==> src/rtl/neighborhood_crowding_growth_rate_unit_defines.svh <==
// ----------------------------------------------------------------------------
// Crowding growth rate unit: assertion macros
// Clocked assertion helpers shared by the RTL files.
// ----------------------------------------------------------------------------
`ifndef NEIGHBORHOOD_CROWDING_GROWTH_RATE_UNIT_DEFINES_SVH
`define NEIGHBORHOOD_CROWDING_GROWTH_RATE_UNIT_DEFINES_SVH

// Check a property on every rising edge outside reset.
`define NCGR_ASSERT(lbl, prop, msg) \
  lbl: assert property (@(posedge clk) disable iff (rst) (prop)) else $error(msg);

// Check an implication on every rising edge outside reset.
`define NCGR_ASSERT_IMP(lbl, pre, post, msg) \
  lbl: assert property (@(posedge clk) disable iff (rst) (pre) |=> (post)) else $error(msg);

`endif

==> src/rtl/ncgr_pkg.sv <==
// ----------------------------------------------------------------------------
// Crowding growth rate package
// Widths, register indexes, cell types and sequencer states.
// ----------------------------------------------------------------------------
package ncgr_pkg;

  localparam int WINDOW_POSITIONS = 36;
  localparam int LABEL_BITS       = 20;
  localparam int CNT_W            = 6;
  localparam int KCNT_W           = 7;
  localparam int CFG_DATA_W       = 20;
  localparam int CFG_INDEX_W      = 3;
  localparam int RATE_W           = 24;
  localparam int OUT_RATE_W       = 32;
  localparam int DVD_W            = 49;

  localparam logic [CFG_INDEX_W-1:0] REG_GROUP_A  = 3'd0;
  localparam logic [CFG_INDEX_W-1:0] REG_GROUP_B  = 3'd1;
  localparam logic [CFG_INDEX_W-1:0] REG_R_LIMIT  = 3'd2;
  localparam logic [CFG_INDEX_W-1:0] REG_K_LIMIT  = 3'd3;
  localparam logic [CFG_INDEX_W-1:0] REG_ALPHA    = 3'd4;
  localparam logic [CFG_INDEX_W-1:0] REG_BETA     = 3'd5;
  localparam logic [CFG_INDEX_W-1:0] REG_CAP_R    = 3'd6;
  localparam logic [CFG_INDEX_W-1:0] REG_CAP_K    = 3'd7;

  localparam logic [1:0] TYPE_R  = 2'd1;
  localparam logic [1:0] TYPE_K  = 2'd2;
  localparam logic [1:0] STAGE_K = 2'd2;

  typedef enum logic [3:0] {
    ST_IDLE,
    ST_SCAN,
    ST_UPD,
    ST_MUL0,
    ST_CROWD,
    ST_MULLO,
    ST_MULHI,
    ST_DIV,
    ST_SUM,
    ST_FIN
  } state_t;

endpackage

==> src/rtl/ncgr_item_if.sv <==
// ----------------------------------------------------------------------------
// Crowding growth rate input channel
// One neighborhood position per beat.
// ----------------------------------------------------------------------------
interface ncgr_item_if;
  logic               valid;
  logic               ready;
  logic [19:0]        density_code;
  logic [19:0]        occupant_label;
  logic [1:0]         position_stage;
  logic [1:0]         center_type;
  logic signed [23:0] inherent_rate;
  logic               last_position;

  modport source (output valid, density_code, occupant_label, position_stage,
                  center_type, inherent_rate, last_position, input ready);
  modport sink (input valid, density_code, occupant_label, position_stage,
                center_type, inherent_rate, last_position, output ready);
endinterface

==> src/rtl/ncgr_result_if.sv <==
// ----------------------------------------------------------------------------
// Crowding growth rate result channel
// One result beat per neighborhood.
// ----------------------------------------------------------------------------
interface ncgr_result_if;
  logic               valid;
  logic               ready;
  logic signed [31:0] adjusted_rate;
  logic [5:0]         r_neighbors;
  logic [6:0]         k_neighbors;
  logic [6:0]         total_neighbors;

  modport source (output valid, adjusted_rate, r_neighbors, k_neighbors,
                  total_neighbors, input ready);
  modport sink (input valid, adjusted_rate, r_neighbors, k_neighbors,
                total_neighbors, output ready);
endinterface

==> src/rtl/neighborhood_crowding_growth_rate_unit.sv <==
// A position with an empty label skips the label scan, any other scans the stored labels of
// its set until a match or the fill count is reached; each label memory has one read port.
// A crowded last position then runs the crowding products (ST_MUL0 to ST_MULHI), the 49-bit
// bit-serial divider and saturation before the result load; an uncrowded one loads after ST_CROWD.
// A result waiting in the output register does not stall input until the next result is ready.
// Reset (rst, synchronous) clears counters, state and config; label memories are not cleared.
// ----------------------------------------------------------------------------
// Neighborhood crowding growth rate unit
// Counts distinct r and K labels and stage-K positions of a window and adjusts the growth rate.
// ----------------------------------------------------------------------------
`include "neighborhood_crowding_growth_rate_unit_defines.svh"

module neighborhood_crowding_growth_rate_unit
  import ncgr_pkg::*;
(
  input  logic                   clk,
  input  logic                   rst,
  input  logic                   cfg_we,
  input  logic [CFG_INDEX_W-1:0] cfg_index,
  input  logic [CFG_DATA_W-1:0]  cfg_data,
  ncgr_item_if.sink              item,
  ncgr_result_if.source          result
);

  // configuration
  logic [19:0] group_a;
  logic [19:0] group_b;
  logic [14:0] r_limit;
  logic [14:0] k_limit;
  logic [15:0] alpha;
  logic [15:0] beta;
  logic [15:0] cap_r;
  logic [15:0] cap_k;

  always_ff @(posedge clk) begin
    if (rst) begin
      group_a <= '0;
      group_b <= '0;
      r_limit <= '0;
      k_limit <= '0;
      alpha   <= '0;
      beta    <= '0;
      cap_r   <= 16'd256;
      cap_k   <= 16'd256;
    end else if (cfg_we) begin
      unique case (cfg_index)
        REG_GROUP_A: group_a <= cfg_data[19:0];
        REG_GROUP_B: group_b <= cfg_data[19:0];
        REG_R_LIMIT: r_limit <= cfg_data[14:0];
        REG_K_LIMIT: k_limit <= cfg_data[14:0];
        REG_ALPHA:   alpha   <= cfg_data[15:0];
        REG_BETA:    beta    <= cfg_data[15:0];
        REG_CAP_R:   cap_r   <= cfg_data[15:0];
        REG_CAP_K:   cap_k   <= cfg_data[15:0];
        default: ;
      endcase
    end
  end

  state_t state;
  state_t state_next;

  // item latch
  logic [LABEL_BITS-1:0] lab;
  logic                  sel_r;
  logic [1:0]            stage;
  logic [1:0]            ctype;
  logic signed [23:0]    rate;
  logic                  last;

  // label memories
  logic [LABEL_BITS-1:0] r_mem [WINDOW_POSITIONS];
  logic [LABEL_BITS-1:0] k_mem [WINDOW_POSITIONS];
  logic [LABEL_BITS-1:0] r_rdata;
  logic [LABEL_BITS-1:0] k_rdata;
  logic [CNT_W-1:0]      r_cnt;
  logic [CNT_W-1:0]      k_cnt;
  logic [CNT_W-1:0]      s2_cnt;
  logic [CNT_W-1:0]      idx;
  logic                  rd_pend;
  logic                  found;

  // rate datapath
  logic [CNT_W-1:0]   rc;
  logic [KCNT_W-1:0]  kc;
  logic               crowded;
  logic [22:0]        prod;
  logic [14:0]        lim;
  logic [15:0]        cap;
  logic [31:0]        crowd;
  logic [55:0]        mag;
  logic [DVD_W-1:0]   dvd;
  logic [15:0]        rem;
  logic [5:0]         div_cnt;
  logic signed [31:0] res;

  // output register
  logic               out_valid;
  logic signed [31:0] out_rate;
  logic [5:0]         out_r;
  logic [6:0]         out_k;
  logic [6:0]         out_n;

  // combinational helpers
  logic                  in_range_r;
  logic [20:0]           b_top;
  logic [CNT_W-1:0]      sel_cnt;
  logic [LABEL_BITS-1:0] rdata;
  logic                  hit;
  logic                  found_any;
  logic                  issue;
  logic                  scan_done;
  logic                  add_new;
  logic [CNT_W-1:0]      r_upd;
  logic [CNT_W-1:0]      k_upd;
  logic [CNT_W-1:0]      s2_upd;
  logic [KCNT_W-1:0]     n;
  logic [23:0]           arate;
  logic [39:0]           hi_prod;
  logic [55:0]           mag_sum;
  logic [16:0]           rem_sh;
  logic                  rem_ge;
  logic signed [50:0]    wide;
  logic                  load_out;

  assign b_top = {1'b0, group_a} + {2'b0, group_b[19:1]};
  assign in_range_r =
      (item.density_code != '0 && item.density_code <= {1'b0, group_a[19:1]}) ||
      (item.density_code > group_a && {1'b0, item.density_code} <= b_top);

  assign sel_cnt   = sel_r ? r_cnt : k_cnt;
  assign rdata     = sel_r ? r_rdata : k_rdata;
  assign hit       = rd_pend && rdata == lab;
  assign found_any = found || hit;
  assign issue     = state == ST_SCAN && !found_any && idx < sel_cnt;
  assign scan_done = found_any || (idx == sel_cnt && !rd_pend);

  assign add_new = lab != '0 && !found && sel_cnt < CNT_W'(WINDOW_POSITIONS);
  assign r_upd   = r_cnt + CNT_W'(add_new && sel_r);
  assign k_upd   = k_cnt + CNT_W'(add_new && !sel_r);
  assign s2_upd  = s2_cnt +
                   CNT_W'(stage == STAGE_K && s2_cnt < CNT_W'(WINDOW_POSITIONS));

  assign n       = {1'b0, rc} + kc;
  assign arate   = rate[23] ? 24'(-rate) : 24'(rate);
  assign hi_prod = {16'b0, arate} * {24'b0, crowd[31:16]};
  assign mag_sum = mag + {hi_prod, 16'b0};
  assign rem_sh  = {rem, dvd[DVD_W-1]};
  assign rem_ge  = rem_sh >= {1'b0, cap};
  assign wide    = rate[23] ? (51'(rate) + {2'b0, dvd}) : (51'(rate) - {2'b0, dvd});
  assign load_out = state == ST_FIN && (!out_valid || result.ready);

  // sequencer
  always_ff @(posedge clk) begin
    if (rst) state <= ST_IDLE;
    else     state <= state_next;
  end

  always_comb begin
    state_next = state;
    unique case (state)
      ST_IDLE: begin
        if (item.valid) state_next = (item.occupant_label != '0) ? ST_SCAN : ST_UPD;
      end
      ST_SCAN:  if (scan_done) state_next = ST_UPD;
      ST_UPD:   state_next = last ? ST_MUL0 : ST_IDLE;
      ST_MUL0:  state_next = ST_CROWD;
      ST_CROWD: state_next = crowded ? ST_MULLO : ST_FIN;
      ST_MULLO: state_next = ST_MULHI;
      ST_MULHI: state_next = ST_DIV;
      ST_DIV:   if (div_cnt == 6'(DVD_W - 1)) state_next = ST_SUM;
      ST_SUM:   state_next = ST_FIN;
      ST_FIN:   if (load_out) state_next = ST_IDLE;
      default:  state_next = ST_IDLE;
    endcase
  end

  assign item.ready = state == ST_IDLE;

  // memories: one write and one registered read each
  always_ff @(posedge clk) begin
    r_rdata <= r_mem[idx];
    k_rdata <= k_mem[idx];
    if (state == ST_UPD && add_new) begin
      if (sel_r) r_mem[r_cnt] <= lab;
      else       k_mem[k_cnt] <= lab;
    end
  end

  // counters
  always_ff @(posedge clk) begin
    if (rst) begin
      r_cnt  <= '0;
      k_cnt  <= '0;
      s2_cnt <= '0;
    end else if (state == ST_UPD) begin
      if (last) begin
        r_cnt  <= '0;
        k_cnt  <= '0;
        s2_cnt <= '0;
      end else begin
        r_cnt  <= r_upd;
        k_cnt  <= k_upd;
        s2_cnt <= s2_upd;
      end
    end
  end

  // item latch and scan
  always_ff @(posedge clk) begin
    if (rst) begin
      rd_pend <= 1'b0;
      found   <= 1'b0;
      idx     <= '0;
    end else begin
      unique case (state)
        ST_IDLE: begin
          rd_pend <= 1'b0;
          found   <= 1'b0;
          idx     <= '0;
          if (item.valid) begin
            lab   <= item.occupant_label;
            sel_r <= in_range_r;
            stage <= item.position_stage;
            ctype <= item.center_type;
            rate  <= item.inherent_rate;
            last  <= item.last_position;
          end
        end
        ST_SCAN: begin
          rd_pend <= issue;
          found   <= found_any;
          if (issue) idx <= idx + 1'b1;
        end
        default: ;
      endcase
    end
  end

  // rate datapath
  always_ff @(posedge clk) begin
    unique case (state)
      ST_UPD: begin
        rc <= r_upd;
        kc <= {1'b0, k_upd} + {1'b0, s2_upd};
      end
      ST_MUL0: begin
        if (ctype == TYPE_R) begin
          crowded <= {n, 8'b0} >= r_limit;
          prod    <= {7'b0, alpha} * {16'b0, kc};
          lim     <= r_limit;
          cap     <= (cap_r == '0) ? 16'd1 : cap_r;
        end else begin
          crowded <= ctype == TYPE_K && {n, 8'b0} >= k_limit;
          prod    <= {7'b0, beta} * {17'b0, rc};
          lim     <= k_limit;
          cap     <= (cap_k == '0) ? 16'd1 : cap_k;
        end
      end
      ST_CROWD: begin
        crowd <= 32'({n, 16'b0}) + {1'b0, prod, 8'b0} - {9'b0, lim, 8'b0};
        res   <= 32'(rate);
      end
      ST_MULLO: mag <= 56'({16'b0, arate} * {24'b0, crowd[15:0]});
      ST_MULHI: begin
        // (|rate| * 2 * crowd) / 256, then divide by capacity
        dvd     <= mag_sum[55:7];
        rem     <= '0;
        div_cnt <= '0;
      end
      ST_DIV: begin
        rem     <= rem_ge ? 16'(rem_sh - {1'b0, cap}) : rem_sh[15:0];
        dvd     <= {dvd[DVD_W-2:0], rem_ge};
        div_cnt <= div_cnt + 1'b1;
      end
      ST_SUM: begin
        if (wide[50:31] != {20{wide[50]}})
          res <= wide[50] ? 32'sh8000_0000 : 32'sh7fff_ffff;
        else
          res <= wide[31:0];
      end
      default: ;
    endcase
  end

  // output register
  always_ff @(posedge clk) begin
    if (rst) begin
      out_valid <= 1'b0;
    end else if (load_out) begin
      out_valid <= 1'b1;
    end else if (result.ready) begin
      out_valid <= 1'b0;
    end
  end

  always_ff @(posedge clk) begin
    if (load_out) begin
      out_rate <= res;
      out_r    <= rc;
      out_k    <= kc;
      out_n    <= n;
    end
  end

  assign result.valid           = out_valid;
  assign result.adjusted_rate   = out_rate;
  assign result.r_neighbors     = out_r;
  assign result.k_neighbors     = out_k;
  assign result.total_neighbors = out_n;

  `NCGR_ASSERT(a_r_cnt_bound, r_cnt <= CNT_W'(WINDOW_POSITIONS), "r label count past window")
  `NCGR_ASSERT(a_k_cnt_bound, k_cnt <= CNT_W'(WINDOW_POSITIONS), "K label count past window")
  `NCGR_ASSERT(a_scan_idx, idx <= sel_cnt || state != ST_SCAN, "scan index past fill count")
  `NCGR_ASSERT_IMP(a_load_clears, state == ST_UPD && last,
                   r_cnt == '0 && k_cnt == '0 && s2_cnt == '0, "counts kept after last")

endmodule

==> src/flat_wrapper.sv <==
// flat-port wrapper written by rule: the top's interface ports become plain ports
module neighborhood_crowding_growth_rate_unit_flat import ncgr_pkg::*;
  (clk, rst, cfg_we, cfg_index, cfg_data, item_valid, item_density_code, item_occupant_label, item_position_stage, item_center_type, item_inherent_rate, item_last_position, item_ready, result_valid, result_adjusted_rate, result_r_neighbors, result_k_neighbors, result_total_neighbors, result_ready);
  ncgr_item_if item_i ();
  ncgr_result_if result_i ();
  input  logic clk;
  input  logic rst;
  input  logic cfg_we;
  input  logic [CFG_INDEX_W-1:0] cfg_index;
  input  logic [CFG_DATA_W-1:0] cfg_data;
  input wire logic [$bits(item_i.valid)-1:0] item_valid;
  input wire logic [$bits(item_i.density_code)-1:0] item_density_code;
  input wire logic [$bits(item_i.occupant_label)-1:0] item_occupant_label;
  input wire logic [$bits(item_i.position_stage)-1:0] item_position_stage;
  input wire logic [$bits(item_i.center_type)-1:0] item_center_type;
  input wire logic [$bits(item_i.inherent_rate)-1:0] item_inherent_rate;
  input wire logic [$bits(item_i.last_position)-1:0] item_last_position;
  output wire logic [$bits(item_i.ready)-1:0] item_ready;
  output wire logic [$bits(result_i.valid)-1:0] result_valid;
  output wire logic [$bits(result_i.adjusted_rate)-1:0] result_adjusted_rate;
  output wire logic [$bits(result_i.r_neighbors)-1:0] result_r_neighbors;
  output wire logic [$bits(result_i.k_neighbors)-1:0] result_k_neighbors;
  output wire logic [$bits(result_i.total_neighbors)-1:0] result_total_neighbors;
  input wire logic [$bits(result_i.ready)-1:0] result_ready;
  assign item_i.valid = item_valid;
  assign item_i.density_code = item_density_code;
  assign item_i.occupant_label = item_occupant_label;
  assign item_i.position_stage = item_position_stage;
  assign item_i.center_type = item_center_type;
  assign item_i.inherent_rate = item_inherent_rate;
  assign item_i.last_position = item_last_position;
  assign item_ready = item_i.ready;
  assign result_valid = result_i.valid;
  assign result_adjusted_rate = result_i.adjusted_rate;
  assign result_r_neighbors = result_i.r_neighbors;
  assign result_k_neighbors = result_i.k_neighbors;
  assign result_total_neighbors = result_i.total_neighbors;
  assign result_i.ready = result_ready;
  neighborhood_crowding_growth_rate_unit u_core (.clk(clk), .rst(rst), .cfg_we(cfg_we), .cfg_index(cfg_index), .cfg_data(cfg_data), .item(item_i), .result(result_i));
endmodule
==> config.mk <==
export PLATFORM = sky130hd
export DESIGN_NAME = neighborhood_crowding_growth_rate_unit_flat
export DESIGN_NICKNAME = d
export VERILOG_FILES = /design/src/rtl/ncgr_pkg.sv /design/src/rtl/ncgr_item_if.sv /design/src/rtl/ncgr_result_if.sv /design/src/rtl/neighborhood_crowding_growth_rate_unit.sv /design/src/flat_wrapper.sv
export VERILOG_INCLUDE_DIRS = /design/src /design/src/rtl
export SDC_FILE = /design/constraint.sdc
export NUM_CORES = 2
export LEC_CHECK = 0
export BUFFER_PORTS_ARGS = -buffer_cell sky130_fd_sc_hd__buf_2
export CORE_MARGIN = 2
export CORE_UTILIZATION = 50
export CTS_BUF_LIST = sky130_fd_sc_hd__clkbuf_4 sky130_fd_sc_hd__clkbuf_8
export DETAILED_ROUTE_END_ITERATION = 8
export PLACE_DENSITY = 0.66
export SLEW_MARGIN = 5
export SYNTH_ARGS = -nofsm -noshare
export SYNTH_HDL_FRONTEND = slang
export SYNTH_SLANG_ARGS = --single-unit
==> constraint.sdc <==
create_clock -name clk -period 11.9 [get_ports clk]
set_clock_uncertainty 0.1 [all_clocks]
set_input_delay 1.19 -clock clk [delete_from_list [all_inputs] [get_ports clk]]
set_output_delay 1.19 -clock clk [all_outputs]
set_load 0.05 [all_outputs]
==> flow_summary.toml <==
[clocking]
clock-sinks = 1973
clock-root-buffer = "clkbuf_8"
ctsHoldBuffers = 0
htreeDepth = 5
clkTransAtPathRegs_ns = 0.06
post_cts_buffers = 0
post_cts_resized = 0
cts-buffers-inserted = 337
tritoncts = "yes"
clk_latency_ns = 1.06
cts_buffer_depth = 4

[logic_synthesis]
ys_seq_area_share_pct = 52.2
synth_top_family_by_area = "adder cells"
synthArstFlopShare_pct = 0
synth-compound-area-share_pct = 5.26
synth_nets = 9400
synth.area.top_cells = "edfxtp_1 48%, fa_1 11%, mux4_2 9.0%"
synth_seq_cells = 1973
ys_top_cells_by_count = "1769 x edfxtp_1, 1003 x nand2_1, 772 x inv_1"
avgSynthCellArea_sq_um = 13.4
synthMuxAreaShare_pct = 10.1
post-synth-top-area-cell = "edfxtp_1"
synth_ff_type = "edfxtp_1"
synth_cell_types = 91
synth-xor-area-share_pct = 2.60
ys_warn_count = 0
yosys.area_share.simple_pct = 9.37
syn_inst = 8204
synth-edff-count = 1769
synth.most_common_cell = "edfxtp_1"
synth_top_area_share_pct = 48.5
synth_fa_ha_area_share_pct = 16.5
synthesis.area_sq_um = 110000

[global_route]
overflow = 0
grt_max_degree = 124
grt_use_total_pct = 25.1
antenna_found_initial = 6
grt_pass1_vias = 69300
grt_pass1_wl_mm = 424

[finish]
syn_to_final_growth_pct = 10.2
nNetsFinal = 9653
drive_gt1_share_pct = 16.5
fillers = 17400
final_core_util_pct = 55.5

[place]
routabilityCongestion = 0.908
place_hpwl_mm = 187
port_buffers = 150

[detailed_routing]
drcViolationCount = 0
post_drt_via_cell_ratio = 5.83
routed_wl_mm = 279
drt_iter0_drc = 5760
vias = 67500
wl_per_cell_microns = 24.1
dr.pass1.iters = 6
antenna_left = 0

[sta]
final.min_clock_period_ns = 10.95
fmax_mhz = 91.3
hold_viol_final = 0
tns_ns = 0
worstMarginPinSlew_ns = 1.25
relSlewSlack_pct = 16.3
slew_violations = 0
rsz0062_at_grt = "no"
setup_viol = 0
fin_crit_sh_pct = 92.0

[floorplanning]
die_h_microns = 472
dieArea_sq_um = 223000
io_pins = 151
core_area_sq_um = 218000
die_width_microns = 472
start_util_pct = 50.4
std_cell_rows = 171

[worst_setup_path]
r2r_start = "u_core.rate[3]"
cp_common_cell = "fa_1"
slowest_delay_ns = 0.80
crit_required_ns = 12.70
start_kind = "flip-flop"
worstPathMaxFanout = 13
crit_arrival_ns = 11.75
cp-end-kind = "flip-flop"
cp-startpoint = "u_core.rate[3]"
critPathKind = "reg2reg"
worst-path-buf-inv = 4
slowest_stage = "nor4_1"
crit_family = "adder cells"

[status]
outcome = "finished clean"

[worst_hold_path]
min_path_type = "in2reg"
hp-start = "item_occupant_label[3]"

[flow_run]
maxCapViolCount = 0
==> final timing paths <==
path                            slack (ns)                               to  depth (start not counted)
worst min register to register        0.31  u_core.result.adjusted_rate[13]                          0
worst max-delay path                  0.95                   u_core.dvd[48]                         31
worst min-delay path                  0.22                    u_core.lab[3]                          1
worst max register to register        0.95                   u_core.dvd[48]                         31
==> flip-flops by register name, summed over array words and instances (netlist names), 19 cells and up <==
signal                       flops
u_core.mag                      32
u_core.group_a                  20
u_core.rate                     24
u_core.crowd                    24
u_core.group_b                  19
u_core.r_mem                   720
u_core.k_rdata                  20
u_core.k_mem                   720
u_core.dvd                      49
u_core.prod                     23
u_core.result.adjusted_rate     32
u_core.res                      32
u_core.lab                      20
u_core.r_rdata                  20
==> cells in the final DEF (no fill, tap or decap), types with 137 or more instances in the layout <==
cell type,count
edfxtp_1,1769
nor2_1,268
o21ai_0,223
and2_1,334
mux4_2,440
nand2_1,1000
a21oi_1,353
buf_2,149
ha_1,520
buf_4,137
inv_1,771
xnor2_1,172
clkbuf_8,361
dfxtp_1,198
fa_1,579
==> worst reg2reg max path, delay by kind of cell, from the launching register on <==
family                   cells  cell delay, ns
adder cells (fa/ha/maj)      7            3.50
AND/OR/NAND/NOR             10            3.17
AO/OA/AOI/OAI                8            2.08
XOR/XNOR                     2            1.10
flip-flops                   1            0.50
buffers and inverters        4            0.38
==> metrics by stage <==
| stage | cell area, sq um | cells | worst slack, ns | hold WS, ns |
|---|---|---|---|---|
| after global placement | 114000 | 11000 | 1.23 | 0.304 |
| final | 121000 | 11600 | 0.951 | 0.224 |
| after detailed placement | 114000 | 11000 | 1.06 | 0.306 |
| after global routing | 121000 | 11600 | 0.312 | 0.178 |
| after CTS | 121000 | 11600 | 1.02 | 0.122 |
| after floorplan | 110000 | 8204 | 2.19 | 0.300 |
==> routing by layer <==
| metal | up-vias | routed length, microns | track usage, % | share of wire, % |
|---|---|---|---|---|
| met2 | 2474 | 137000 | 41.5 | 49 |
| met3 | 455 | 18500 | 3.94 | 6.6 |
| met1 | 34700 | 114000 | 33.9 | 41 |
| met5 | - | 7 | 0 | 0.0025 |
| li1 | 29900 | - | - | - |
| met4 | 2 | 9640 | 8.85 | 3.5 |
==> logic make-up (layout without fill, tap and decap cells) <==
family	count (synthesis)	count (layout)
buffers and inverters	1147	1647
AND/OR/NAND/NOR	2173	2173
multiplexers	552	552
adder cells (fa/ha/maj)	1099	1099
other	0	11
flip-flops	1973	1973
XOR/XNOR	324	324
AO/OA/AOI/OAI	936	936
==> final cells by class <==
class | count | area (sq um) | share of cell area [%]
clock inverter | 129 | 890 | 0.736
timing repair buffer | 289 | 1830 | 1.52
tap | 2854 | 3570 | 2.96
multi-input combinational | 5084 | 48700 | 40.3
clock buffer | 457 | 5690 | 4.71
inverter | 772 | 2900 | 2.40
sequential | 1973 | 57200 | 47.4
antenna | 11 | 27.5 | 0.0228
Power is not shown: default switching activity piles up to over one toggle a cycle in this logic, so the estimate is an artifact.
